**src/sv/mp4_cover_box_extractor_assert.svh**
```systemverilog
// Assertion macros for the cover box extractor RTL, included by mcbe_parser.
// Expects signals named clk and rst in the including module.
`ifndef MP4_COVER_BOX_EXTRACTOR_ASSERT_SVH
`define MP4_COVER_BOX_EXTRACTOR_ASSERT_SVH

// Condition holds at every clock edge out of reset.
`define MCBE_ASSERT_ALWAYS(label, cond, msg) \
  label: assert property (@(posedge clk) disable iff (rst) (cond)) else $error(msg);

// Antecedent implies consequent in the next cycle.
`define MCBE_ASSERT_NEXT(label, ante, cons, msg) \
  label: assert property (@(posedge clk) disable iff (rst) (ante) |=> (cons)) else $error(msg);

`endif

```
**src/sv/mcbe_pkg.sv**
```systemverilog
// Package for the MP4 cover box extractor: phase and result codes,
// box path table, result struct. No dependencies.
package mcbe_pkg;

  localparam int POSITION_BITS_DEFAULT = 64;
  localparam logic [2:0] PATH_LEN = 3'd6;
  localparam logic [31:0] FOURCC_FTYP = 32'h66747970;

  typedef enum logic [4:0] {
    PH_FTYP    = 5'b00001,
    PH_HDR     = 5'b00010,
    PH_SKIP    = 5'b00100,
    PH_PAYLOAD = 5'b01000,
    PH_DONE    = 5'b10000
  } phase_t;

  typedef enum logic [1:0] {
    KIND_BYTE  = 2'd0,
    KIND_EMPTY = 2'd1,
    KIND_FAIL  = 2'd2
  } kind_t;

  typedef struct packed {
    kind_t      kind;
    logic [7:0] data;
    logic       last;
  } result_t;

  function automatic logic [31:0] path_type(input logic [2:0] lvl);
    logic [31:0] t;
    unique case (lvl)
      3'd0:    t = 32'h6d6f6f76; // moov
      3'd1:    t = 32'h75647461; // udta
      3'd2:    t = 32'h6d657461; // meta
      3'd3:    t = 32'h696c7374; // ilst
      3'd4:    t = 32'h636f7672; // covr
      3'd5:    t = 32'h64617461; // data
      default: t = 32'h00000000;
    endcase
    return t;
  endfunction

  // bytes skipped after a matched header (meta version/flags, data type/locale)
  function automatic logic [3:0] path_skip(input logic [2:0] lvl);
    logic [3:0] s;
    unique case (lvl)
      3'd2:    s = 4'd4;
      3'd5:    s = 4'd8;
      default: s = 4'd0;
    endcase
    return s;
  endfunction

endpackage

```
**src/sv/mcbe_if.sv**
```systemverilog
// Stream interfaces for the cover box extractor: file bytes in, results out.
// Depends on nothing.
interface mcbe_in_if;
  logic       valid;
  logic       ready;
  logic [7:0] data_byte;
  logic       first_byte;
  logic       end_of_file;

  modport source (output valid, data_byte, first_byte, end_of_file, input ready);
  modport sink (input valid, data_byte, first_byte, end_of_file, output ready);
endinterface

interface mcbe_out_if;
  logic       valid;
  logic       ready;
  logic [1:0] result_kind;
  logic [7:0] payload_byte;
  logic       payload_last;

  modport source (output valid, result_kind, payload_byte, payload_last, input ready);
  modport sink (input valid, result_kind, payload_byte, payload_last, output ready);
endinterface

```
**src/sv/mcbe_parser.sv**
```systemverilog
// Box walker for the cover box extractor: parse state and per-byte next-state logic.
// Depends on mcbe_pkg and mp4_cover_box_extractor_assert.svh.
`include "mp4_cover_box_extractor_assert.svh"

module mcbe_parser #(
  parameter int POSITION_BITS = mcbe_pkg::POSITION_BITS_DEFAULT
) (
  input  logic              clk,
  input  logic              rst,
  input  logic              step_en,
  input  logic [7:0]        data_byte,
  input  logic              first_byte,
  input  logic              end_of_file,
  output logic              res_valid,
  output mcbe_pkg::result_t res
);
  import mcbe_pkg::*;

  localparam logic [POSITION_BITS-1:0] POS_MAX = {1'b0, {(POSITION_BITS-1){1'b1}}};

  phase_t                   phase, phase_next, cur_phase;
  logic [2:0]               level, level_next, cur_level;
  logic [63:0]              header_shift, header_shift_next, cur_shift;
  logic [2:0]               header_count, header_count_next, cur_count;
  logic [POSITION_BITS-1:0] position, position_next, cur_pos;
  logic [POSITION_BITS-1:0] parent_end, parent_end_next, cur_pend;
  logic [31:0]              bytes_to_skip, bytes_to_skip_next, cur_skip;

  logic [31:0]              box_size, box_type, skip_left, tail;
  logic [3:0]               extra;
  logic [POSITION_BITS-1:0] box_end;
  logic                     do_after, bad_size;

  always_comb begin
    cur_phase = first_byte ? PH_FTYP : phase;
    cur_level = first_byte ? 3'd0 : level;
    cur_shift = first_byte ? 64'd0 : header_shift;
    cur_count = first_byte ? 3'd0 : header_count;
    cur_pos   = first_byte ? '0 : position;
    cur_pend  = first_byte ? POS_MAX : parent_end;
    cur_skip  = first_byte ? 32'd0 : bytes_to_skip;

    phase_next         = cur_phase;
    level_next         = cur_level;
    header_shift_next  = cur_shift;
    header_count_next  = cur_count;
    position_next      = cur_pos;
    parent_end_next    = cur_pend;
    bytes_to_skip_next = cur_skip;

    res_valid = 1'b0;
    res       = '{kind: KIND_BYTE, data: 8'd0, last: 1'b0};
    do_after  = 1'b0;

    header_shift_next = {cur_shift[55:0], data_byte};
    box_size  = header_shift_next[63:32];
    box_type  = header_shift_next[31:0];
    bad_size  = (box_size < 32'd8) || box_size[31];
    extra     = path_skip(cur_level);
    box_end   = cur_pos + POSITION_BITS'(box_size);
    skip_left = cur_skip - 32'd1;

    unique case (cur_phase)
      PH_FTYP, PH_HDR: begin
        if (cur_count == 3'd7) begin
          header_count_next = 3'd0;
          if (bad_size) begin
            phase_next = PH_DONE;
            res_valid  = 1'b1;
            res.kind   = KIND_FAIL;
          end else if (cur_phase == PH_FTYP) begin
            if (box_type != FOURCC_FTYP) begin
              phase_next = PH_DONE;
              res_valid  = 1'b1;
              res.kind   = KIND_FAIL;
            end else begin
              position_next      = POSITION_BITS'(box_size);
              bytes_to_skip_next = box_size - 32'd8;
              phase_next         = PH_SKIP;
              do_after           = (bytes_to_skip_next == 32'd0);
            end
          end else if (cur_level >= PATH_LEN || box_end > cur_pend) begin
            phase_next = PH_DONE;
            res_valid  = 1'b1;
            res.kind   = KIND_FAIL;
          end else if (box_type == path_type(cur_level)) begin
            if (box_size < 32'd8 + 32'(extra)) begin
              phase_next = PH_DONE;
              res_valid  = 1'b1;
              res.kind   = KIND_FAIL;
            end else begin
              parent_end_next    = box_end;
              position_next      = cur_pos + POSITION_BITS'(5'd8 + 5'(extra));
              level_next         = cur_level + 3'd1;
              bytes_to_skip_next = 32'(extra);
              phase_next         = PH_SKIP;
              do_after           = (extra == 4'd0);
            end
          end else begin
            position_next      = box_end;
            bytes_to_skip_next = box_size - 32'd8;
            phase_next         = PH_SKIP;
            do_after           = (bytes_to_skip_next == 32'd0);
          end
        end else begin
          header_count_next = cur_count + 3'd1;
        end
      end
      PH_SKIP: begin
        header_shift_next = cur_shift;
        if (cur_skip != 32'd0) begin
          bytes_to_skip_next = skip_left;
        end
        do_after = (bytes_to_skip_next == 32'd0);
      end
      PH_PAYLOAD: begin
        header_shift_next = cur_shift;
        if (cur_skip != 32'd0) begin
          bytes_to_skip_next = skip_left;
        end
        res_valid = 1'b1;
        res.data  = data_byte;
        if (bytes_to_skip_next == 32'd0) begin
          phase_next = PH_DONE;
          res.last   = 1'b1;
        end
      end
      default: begin
        header_shift_next = cur_shift;
      end
    endcase

    tail = parent_end_next[31:0] - position_next[31:0];
    if (do_after) begin
      if (level_next < PATH_LEN) begin
        phase_next = PH_HDR;
      end else begin
        bytes_to_skip_next = tail;
        if (tail == 32'd0) begin
          phase_next = PH_DONE;
          res_valid  = 1'b1;
          res.kind   = KIND_EMPTY;
        end else begin
          phase_next = PH_PAYLOAD;
        end
      end
    end

    if (end_of_file && cur_phase != PH_DONE && phase_next != PH_DONE) begin
      phase_next = PH_DONE;
      res_valid  = 1'b1;
      res        = '{kind: KIND_FAIL, data: 8'd0, last: 1'b0};
    end
  end

  always_ff @(posedge clk) begin
    if (rst) begin
      phase         <= PH_FTYP;
      level         <= 3'd0;
      header_shift  <= 64'd0;
      header_count  <= 3'd0;
      position      <= '0;
      parent_end    <= POS_MAX;
      bytes_to_skip <= 32'd0;
    end else if (step_en) begin
      phase         <= phase_next;
      level         <= level_next;
      header_shift  <= header_shift_next;
      header_count  <= header_count_next;
      position      <= position_next;
      parent_end    <= parent_end_next;
      bytes_to_skip <= bytes_to_skip_next;
    end
  end

  `MCBE_ASSERT_ALWAYS(a_level_range, level <= PATH_LEN, "level past end of path")
  `MCBE_ASSERT_ALWAYS(a_payload_level, phase != PH_PAYLOAD || level == PATH_LEN, "payload before data box")
  `MCBE_ASSERT_ALWAYS(a_skip_nonzero, (phase != PH_SKIP && phase != PH_PAYLOAD) || bytes_to_skip != 32'd0, "skip phase with nothing to skip")
  `MCBE_ASSERT_ALWAYS(a_done_quiet, !(step_en && phase == PH_DONE && !first_byte) || !res_valid, "result after parse finished")
  `MCBE_ASSERT_NEXT(a_done_holds, step_en && res_valid && res.kind != KIND_BYTE, phase == PH_DONE, "terminal result without done")

endmodule

```
**src/sv/mp4_cover_box_extractor.sv**
```systemverilog
// Top level of the MP4 cover box extractor: input register, box walker, result register.
// Depends on mcbe_pkg, mcbe_if and mcbe_parser.
//
// Takes one file byte per cycle and returns the payload of moov/udta/meta/ilst/covr/data
// one byte per result, the last marked, or one finished-empty or failed result. Every byte
// is handled combinationally by the walker between the input register and the result
// register, so the block sustains one byte per clock and stalls only while a result waits
// on cover_stream.ready; a result passes from the walker into the result register and is
// offered from there. Bytes that give no result simply disappear. A failed result means
// any payload bytes already delivered are to be dropped. After a final result bytes are
// ignored until one arrives with first_byte set, which restarts the parse on that byte.
module mp4_cover_box_extractor #(
  parameter int POSITION_BITS = mcbe_pkg::POSITION_BITS_DEFAULT
) (
  input logic         clk,
  input logic         rst,
  mcbe_in_if.sink     file_stream,
  mcbe_out_if.source  cover_stream
);
  import mcbe_pkg::*;

  logic       in_valid;
  logic [7:0] in_byte;
  logic       in_first;
  logic       in_eof;
  logic       step_en;
  logic       stage_ready;
  logic       res_valid;
  result_t    res;
  logic       out_valid;
  result_t    out_res;

  assign stage_ready       = !out_valid || cover_stream.ready;
  assign step_en           = in_valid && stage_ready;
  assign file_stream.ready = !in_valid || stage_ready;

  always_ff @(posedge clk) begin
    if (rst) begin
      in_valid <= 1'b0;
    end else if (file_stream.ready) begin
      in_valid <= file_stream.valid;
    end
  end

  always_ff @(posedge clk) begin
    if (file_stream.ready && file_stream.valid) begin
      in_byte  <= file_stream.data_byte;
      in_first <= file_stream.first_byte;
      in_eof   <= file_stream.end_of_file;
    end
  end

  mcbe_parser #(
    .POSITION_BITS(POSITION_BITS)
  ) u_parser (
    .clk        (clk),
    .rst        (rst),
    .step_en    (step_en),
    .data_byte  (in_byte),
    .first_byte (in_first),
    .end_of_file(in_eof),
    .res_valid  (res_valid),
    .res        (res)
  );

  always_ff @(posedge clk) begin
    if (rst) begin
      out_valid <= 1'b0;
    end else if (step_en) begin
      out_valid <= res_valid;
    end else if (cover_stream.ready) begin
      out_valid <= 1'b0;
    end
  end

  always_ff @(posedge clk) begin
    if (step_en && res_valid) begin
      out_res <= res;
    end
  end

  assign cover_stream.valid        = out_valid;
  assign cover_stream.result_kind  = out_res.kind;
  assign cover_stream.payload_byte = out_res.data;
  assign cover_stream.payload_last = out_res.last;

endmodule
```
**src/flat_wrapper.sv**
```systemverilog
// flat-port wrapper written by rule: the top's interface ports become plain ports
module mp4_cover_box_extractor_flat import mcbe_pkg::*;
#(
  parameter int POSITION_BITS = mcbe_pkg::POSITION_BITS_DEFAULT
)
  (clk, rst, file_stream_valid, file_stream_data_byte, file_stream_first_byte, file_stream_end_of_file, file_stream_ready, cover_stream_valid, cover_stream_result_kind, cover_stream_payload_byte, cover_stream_payload_last, cover_stream_ready);
  mcbe_in_if file_stream_i ();
  mcbe_out_if cover_stream_i ();
  input logic clk;
  input logic rst;
  input wire logic [$bits(file_stream_i.valid)-1:0] file_stream_valid;
  input wire logic [$bits(file_stream_i.data_byte)-1:0] file_stream_data_byte;
  input wire logic [$bits(file_stream_i.first_byte)-1:0] file_stream_first_byte;
  input wire logic [$bits(file_stream_i.end_of_file)-1:0] file_stream_end_of_file;
  output wire logic [$bits(file_stream_i.ready)-1:0] file_stream_ready;
  output wire logic [$bits(cover_stream_i.valid)-1:0] cover_stream_valid;
  output wire logic [$bits(cover_stream_i.result_kind)-1:0] cover_stream_result_kind;
  output wire logic [$bits(cover_stream_i.payload_byte)-1:0] cover_stream_payload_byte;
  output wire logic [$bits(cover_stream_i.payload_last)-1:0] cover_stream_payload_last;
  input wire logic [$bits(cover_stream_i.ready)-1:0] cover_stream_ready;
  assign file_stream_i.valid = file_stream_valid;
  assign file_stream_i.data_byte = file_stream_data_byte;
  assign file_stream_i.first_byte = file_stream_first_byte;
  assign file_stream_i.end_of_file = file_stream_end_of_file;
  assign file_stream_ready = file_stream_i.ready;
  assign cover_stream_valid = cover_stream_i.valid;
  assign cover_stream_result_kind = cover_stream_i.result_kind;
  assign cover_stream_payload_byte = cover_stream_i.payload_byte;
  assign cover_stream_payload_last = cover_stream_i.payload_last;
  assign cover_stream_i.ready = cover_stream_ready;
  mp4_cover_box_extractor #(.POSITION_BITS(POSITION_BITS)) u_core (.clk(clk), .rst(rst), .file_stream(file_stream_i), .cover_stream(cover_stream_i));
endmodule
```
**config.mk**
```make
export PLATFORM = sky130hd
export DESIGN_NAME = mp4_cover_box_extractor_flat
export DESIGN_NICKNAME = d
export VERILOG_FILES = /design/src/sv/mcbe_pkg.sv /design/src/sv/mcbe_if.sv /design/src/sv/mcbe_parser.sv /design/src/sv/mp4_cover_box_extractor.sv /design/src/flat_wrapper.sv
export VERILOG_INCLUDE_DIRS = /design/src /design/src/sv
export SDC_FILE = /design/constraint.sdc
export NUM_CORES = 2
export LEC_CHECK = 0
export BUFFER_PORTS_ARGS = -buffer_cell sky130_fd_sc_hd__buf_2
export CORE_ASPECT_RATIO = 1.75
export CORE_MARGIN = 8
export CORE_UTILIZATION = 40
export DETAILED_ROUTE_END_ITERATION = 16
export MAX_ROUTING_LAYER = met4
export PLACE_DENSITY = 0.54
export SYNTH_ARGS = -nofsm -noshare
export SYNTH_HDL_FRONTEND = slang
export SYNTH_SLANG_ARGS = --single-unit
```
**constraint.sdc**
```tcl
create_clock -name clk -period 22.5 [get_ports clk]
set_input_delay 3.375 -clock clk [delete_from_list [all_inputs] [get_ports clk]]
set_output_delay 3.375 -clock clk [all_outputs]
set_load 0.01 [all_outputs]
```
* Yosys cells after proc, flatten, opt, wreduce, memory -nomap -nowiden
Index checks and enable logic that the tools add are counted.
Operators by class: add/sub/neg operators 9, multipliers 0, div/mod/pow operators 0, magnitude comparators 5, equality and inequality tests 14, shift-type cells 0, multiplexer cells 99, bitwise logic cells 1, reduce and logical (&&, ||, !) cells 21
Operators with widths (count):
- 64-bit 2-to-1 mux | 17
- 32-bit 2-to-1 mux | 18
- 31-bit one-hot mux with 6 select lines | 1
- 32-bit logical NOT | 4
- 56-bit 2-to-1 mux | 2
- 32-bit one-hot mux with 3 select lines | 1
- 5-bit 2-to-1 mux | 13
- 64-bit by 32-bit adder with 64-bit output | 1
- 64-bit by 5-bit adder with 64-bit output | 1
- 64-bit greater-than comparator | 1
- 3-bit 2-to-1 mux | 11
- 32-bit == test | 1
- 32-bit by 4-bit < comparator with 1-bit output (second input constant) | 1
- 32-bit by 5-bit < comparator with 1-bit output | 1
- 32-bit by 31-bit inequality test with 1-bit output (second input constant) | 1
- 32-bit nonzero test | 1
- 32-bit by 1-bit subtractor with 32-bit output (second input constant) | 1
- 32-bit subtractor | 1
- 32-bit by 4-bit subtractor with 32-bit output (second input constant) | 1
- 2-bit 2-to-1 mux | 11
- 1-bit 2-to-1 mux | 21
- 4-bit by 4-bit adder with 5-bit output (first input constant) | 2
- 5-bit inequality test (second input constant) | 2
- 5-bit one-hot mux with 2 select lines | 1
- other kinds (20) | 34
Word-level totals: register bits after elaboration 250, latch bits 0, RAM bits 0, memory bits (read-only) 0, bits of input ports 14, output and inout bits 13, logic and storage cells 164, memories kept 0

* Longest topological paths before layout
depth in word-level cells 25, gate-level depth with buffers 52, gate-level depth less buffers 40

* Cells and area by module
From an unflattened synthesis, not the netlist that was laid out.
Second synthesis, totals: cells, all modules 3467, area, all modules 24243.3 um^2
By module, submodules not included:
- mcbe_parser | instances 1, cells an instance 3435, area each 23510.0 um^2, sequential area each 4544.4 um^2
- mp4_cover_box_extractor | instances 1, cells an instance 32, area each 733.2 um^2, sequential area each 670.6 um^2

* Worst setup path before layout
Ideal clock, no wire load.
path kind reg2reg, start point reg u_core.in_first, end point reg u_core.out_res (netlist bit u_core.cover_stream.payload_byte[0]), enable pin, setup time 0.386 ns, arrival 11.490 ns, data required time 22.114 ns, setup slack 10.624 ns, cell stages (with the launch flop) 51, buffers on the path 16, clock period less this slack 11.876 ns, path through edfxtp_1 buf_2 buf_6 buf_6 buf_2 buf_2 buf_2 buf_2 buf_2 buf_2 buf_2 buf_2 buf_2 buf_2 nor2b_1 ha_1 nand4_1 nor4_1 (+15 left out) buf_2 buf_2 o21ai_0 a21oi_1 ha_1 inv_1 fa_1 a21oi_1 o211a_1 o21a_1 o21ai_0 a2111oi_0 nor4b_1 nor3_1 nand4_1 nor4bb_1 o21ai_1 a31oi_1
On the way: longest elaborated chain between the ends 24, elaborated cells on any way between the ends 111, classes of those cells 8 x add/sub; 5 x order compare; 14 x eq/ne; 71 x mux; 13 x reduce/logical
Ends and longest elaborated chain:
- start: declaration | line mp4_cover_box_extractor.sv:24 | logic in_first;
- start signal: assignment | line mp4_cover_box_extractor.sv:48 | in_first <= file_stream.first_byte;
- parallel branches: the longest is 14 deep, another holds 64-bit by 32-bit adder with 64-bit output
- 64-bit 2-to-1 mux * | line mcbe_parser.sv:63 | unique case (cur_phase)
- via u_core.u_parser.position_next[0] | line mcbe_parser.sv:25 | logic [POSITION_BITS-1:0] position, position_next, cur_pos;
- 32-bit subtractor * | line mcbe_parser.sv:133 | tail = parent_end_next[31:0] - position_next[31:0];
- 32-bit logical NOT * | line mcbe_parser.sv:139 | if (tail == 32'd0) begin
- 5-bit 2-to-1 mux | line mcbe_parser.sv:139
- 5-bit 2-to-1 mux | line mcbe_parser.sv:135 | if (level_next < PATH_LEN) begin
- 5-bit 2-to-1 mux | line mcbe_parser.sv:134 | if (do_after) begin
- 5-bit inequality test | line mcbe_parser.sv:149 | if (end_of_file && cur_phase != PH_DONE && phase_next != PH_DONE) begin
- 1-bit logical AND | line mcbe_parser.sv:149
- 1-bit 2-to-1 mux * | line mcbe_parser.sv:149
- 1-bit logical AND * | line mp4_cover_box_extractor.sv:77 | if (step_en && res_valid) begin
- end signal: assignment | line mp4_cover_box_extractor.sv:78 | out_res <= res;
- end: declaration | line mp4_cover_box_extractor.sv:31 | result_t out_res;
Mark *: on every way through the listed nets, which the timed path passes. The select of a mux whose other input is x is not followed. A chain may end at the register's enable or synchronous reset.

* Worst setup path in the final report
start point reg u_core.in_first, end point reg u_core.out_res (netlist bit u_core.cover_stream.payload_byte[7]), enable pin
On the way: longest elaborated chain between the ends 24, elaborated cells on any way between the ends 111, classes of those cells 8 x add/sub; 5 x order compare; 14 x eq/ne; 71 x mux; 13 x reduce/logical
Ends and longest elaborated chain (line):
- parallel branches: the longest is 22 deep, another holds 64-bit by 32-bit adder with 64-bit output
- 1-bit 2-to-1 mux * | mcbe_parser.sv:149
- 1-bit logical AND * | mp4_cover_box_extractor.sv:77
Every way passes the cells marked *. The select of a mux whose other input is x is not followed.

==> summary by stage <==
Status
The run finished with clean final reports.

Pwr
The peak supply drop is about 0.071 mV. The cell area power density is around 46 mW/mm2. For this design the static power due to leakage is approximately 9.3 nW. The overall power is approximately 0.0012 W.

Floorplan
The area enclosed by the die boundary is around 0.068 mm2. The initial utilization of the core area, before any placement, comes to 0.403. For this design the top-level I/O count stands at 27. The overall die height is between 300 and 400 um. The placement row count is approximately 120. The overall die width is 200 um. The area of the core is a little under 0.06 mm2.

Logic synthesis
Summing every instance area after synthesis gives 0.0237 mm2. The proportion of synthesized chip area in sequential cells is 0.220. By area the synthesized netlist is led by sky130_fd_sc_hd__dfxtp_1 (19%), sky130_fd_sc_hd__a21oi_1 (7.2%), sky130_fd_sc_hd__ha_1 (7.2%). The synthesized instance count is approximately 3400. The post-synthesis sequential element count is 250. The async set-or-reset flop fraction in the synthesized netlist is 0.

Each instance of the synthesized netlist takes up on average 7.00 um2. The share of synthesized area in the top cell type comes to 0.193. After synthesis, the netlist uses 110 different library cells. The number of nets in the synthesized netlist is around 3500. The commonest register cell after synthesis is sky130_fd_sc_hd__dfxtp_1.

The Yosys step of the flow raised 0 warnings. The post-synthesis cell type with the largest combined area is sky130_fd_sc_hd__dfxtp_1. The synthesized design contains 21 enable-type register cells.

CTS
After clock tree synthesis, the flow added hold-fix buffers numbering 0. TritonCTS created 30 clock buffers. The number of buffers on the longest clock path is 3. Clock-pin slew was measured on the worst setup and hold paths at 60 ps. The tree is rooted in a sky130_fd_sc_hd__clkbuf_16. The level count of the clock H-tree is 1.

Clock tree synthesis found a total of 250 sinks. TritonCTS built the clock tree. The post-CTS setup repair buffer count is 0. Once the clock tree was built, the resizer swapped 0 gates to a different size. The insertion delay to the later sink of the worst-skew pair is around 640 ps.

Timing
Setup violations remaining at the end of the flow were counted as 0. At the pin with the least slew margin, the transition time is between 1000 and 1500 ps. Setup repair after global routing left no endpoint under its margin. The final cycle utilization of the critical path is 0.671. The tightest hold path in the finished design has a slack of approximately 460 ps.

The sum of negative setup slack is 0 ps. Between clock sinks in the finished design, the worst skew comes to between 20 and 30 ps. The count of pins over their slew limit is 0.

Based on the critical path, the design can be clocked at up to roughly 0.066 GHz. The hold violation total from the final report is 0. The clock period could shrink to 15100 ps. In the post-route analysis, the smallest setup slack over all paths is ~7400 ps. The worst pin sits at a relative slew slack of 0.0246.

Worst setup path
The element type at the critical path start is a register. The most numerous cell type found on the critical path is sky130_fd_sc_hd__a21oi_1. Across all register-to-register paths, the minimum setup slack is roughly 7400 ps. The critical path is of the register to register type. The reg-to-reg endpoint is u_core.cover_stream.payload_byte[7]. The worst register-to-register path has a depth of 40. The most critical setup path has its startpoint at u_core.in_first.

The launch instance of the worst register-to-register path is u_core.in_first. The master of the slowest instance on the critical path is sky130_fd_sc_hd__a31oi_1. The element type at the critical path end is a register. The required time reported for the critical path endpoint is ~23000 ps. The biggest cell delay along the critical path is approximately 1100 ps. The data arrival time of the worst path is about 15000 ps. Of all nets on the critical path, the largest fanout is 111.

Route
The detailed-route DRC error count is 0. The number of vias per cell is just under 7. The first routing iteration left 2977 violations. In the final routed layout, each cell accounts on average for 31.2 um.

For this run, the detailed router's first-pass iteration total came to 5. The via count of the routed design is ~28000. Wires add up to 128 mm. The final antenna-violating net count is 0.

Hold path
Counting instances, the worst hold path has a depth of 2. The worst min-delay path class is register to register. The path with the worst hold slack has its endpoint at u_core.u_parser.position[10]. The startpoint of the most critical hold path is u_core.u_parser.position[10].

Global routing
In the global route stage, overall resource usage came out at 0.368. The number of global-route vias before repair is roughly 27000. The largest net degree at the start of global routing is roughly 110. The first global-routing pass estimated 183 mm of wire.

The final global-route overflow total is 0. The initial antenna violation count is 4.

Layout
The share of cells above drive strength 1 is 0.0727. The filler cell count is between 6000 and 7000. The net count of the finished layout is 3447. The multi-input combinational cells in the finished layout cover a total of about 0.017 mm2. At the end of the flow the core is filled with cells to 0.434. The synthesis-to-layout area growth is 7.78%. In the final layout, flip-flops and latches occupy 0.00522 mm2.

Place
OpenSTA, run right after detailed placement, puts the worst setup slack at between 8000 and 9000 ps. The congestion estimate from routability-driven global placement came to about 1.1. Detailed placement ended at an HPWL of ~93 mm. During placement, the flow inserted port buffers numbering 26.

Run
The total of max-cap violations is 0.
[critical path, delay by kind of cell (launching register included)]
kind	cells	cell delay (ps)
AOI/OAI and AO/OA	20	6970
and+or+nand+nor	9	3190
buffers and inverters	6	1840
xor gates and xnor gates	2	1040
adders and majority gates	3	930
DFF	1	400
[cells by family after synthesis]
kind of cell | share of synthesized area
buffers and inverters | 0.0510
xor gates and xnor gates | 0.0463
adders and majority gates | 0.0755
muxes | 0.00901
and+or+nand+nor | 0.300
DFF | 0.220
AOI/OAI and AO/OA | 0.298
[power breakdown]
group	total [W]	switching [W]	internal [W]
registers	0.000471	0.0000136	0.000457
clock network	0.000528	0.000232	0.000296
logic	0.000175	0.000126	0.0000491
[area by class of cell]
class                   count  area share
diodes                      3    0.000293
clock buffers              38      0.0313
clock inverters            15     0.00738
inverters                  69      0.0102
multi-input cells        2843       0.681
flip-flops and latches    250       0.204
well taps                 780      0.0381
repair buffers            101      0.0281
[worst max-delay path by stage]
stage	to	slack, ps
after floorplan	u_core.cover_stream.payload_byte[0]	10620
after global placement	u_core.cover_stream.payload_byte[0]	8670
after detailed placement	u_core.cover_stream.payload_byte[7]	8530
after CTS	u_core.cover_stream.payload_byte[5]	8500
after global routing	u_core.cover_stream.result_kind[1]	7150
final	u_core.cover_stream.payload_byte[7]	7400
[state kept, by name, indices dropped and copies added (netlist names)]
register	count
u_core.u_parser.bytes_to_skip	32
u_core.cover_stream.result_kind	2
u_core.u_parser.header_shift	56
u_core.in_valid	1
u_core.u_parser.level	3
u_core.u_parser.header_count	3
u_core.in_eof	1
u_core.u_parser.phase	5
u_core.in_byte	8
u_core.u_parser.parent_end	64
u_core.cover_stream.payload_byte	8
u_core.cover_stream.valid	1
u_core.cover_stream.payload_last	1
u_core.u_parser.position	64
u_core.in_first	1
[cell usage after synthesis (all sizes together) (59+ instances only)]
| library cell | number |
|---|---|
| nand3 | 87 |
| ha | 136 |
| nor2 | 412 |
| nand4 | 65 |
| o22ai | 65 |
| clkbuf | 178 |
| a21oi | 341 |
| a31oi | 62 |
| inv | 69 |
| xnor2 | 73 |
| nor3 | 88 |
| dfxtp | 229 |
| o21ai | 252 |
| nor4 | 59 |
| nand2 | 415 |
| nor2b | 104 |
[cell usage in the layout (no fill, tap or decap), types with 42 or more instances in the layout]
cell type                 count
sky130_fd_sc_hd__dfxtp_1    229
sky130_fd_sc_hd__nor2b_1    101
sky130_fd_sc_hd__nor3_1      84
sky130_fd_sc_hd__o21ai_0    245
sky130_fd_sc_hd__nand2_1    412
sky130_fd_sc_hd__buf_4       73
sky130_fd_sc_hd__ha_1       136
sky130_fd_sc_hd__inv_1       66
sky130_fd_sc_hd__nand3_1     87
sky130_fd_sc_hd__a21oi_1    337
sky130_fd_sc_hd__nor4_1      49
sky130_fd_sc_hd__nand4_1     64
sky130_fd_sc_hd__nor2_1     408
sky130_fd_sc_hd__xnor2_1     73
sky130_fd_sc_hd__xor2_1      50
sky130_fd_sc_hd__a31oi_1     61
sky130_fd_sc_hd__o22ai_1     64
sky130_fd_sc_hd__and3_1      42
[through the flow]
stage	std cells	area (um2)
2_1_floorplan	3393	23700
3_3_place_gp	4042	24600
3_5_place_dp	4042	24600
4_1_cts	4095	25600
5_1_grt	4099	25600
6_report	4099	25600
[layer usage]
metal | global-route usage | up-vias | part of all wire
met4 | 0.331 | 0 | 0.11
met5 | - | - | 0
met3 | 0.0624 | 636 | 0.080
met1 | 0.361 | 13200 | 0.33
met2 | 0.621 | 1656 | 0.48
li1 | - | 12300 | -
No activity file was read; power rests on OpenSTA's default activity.
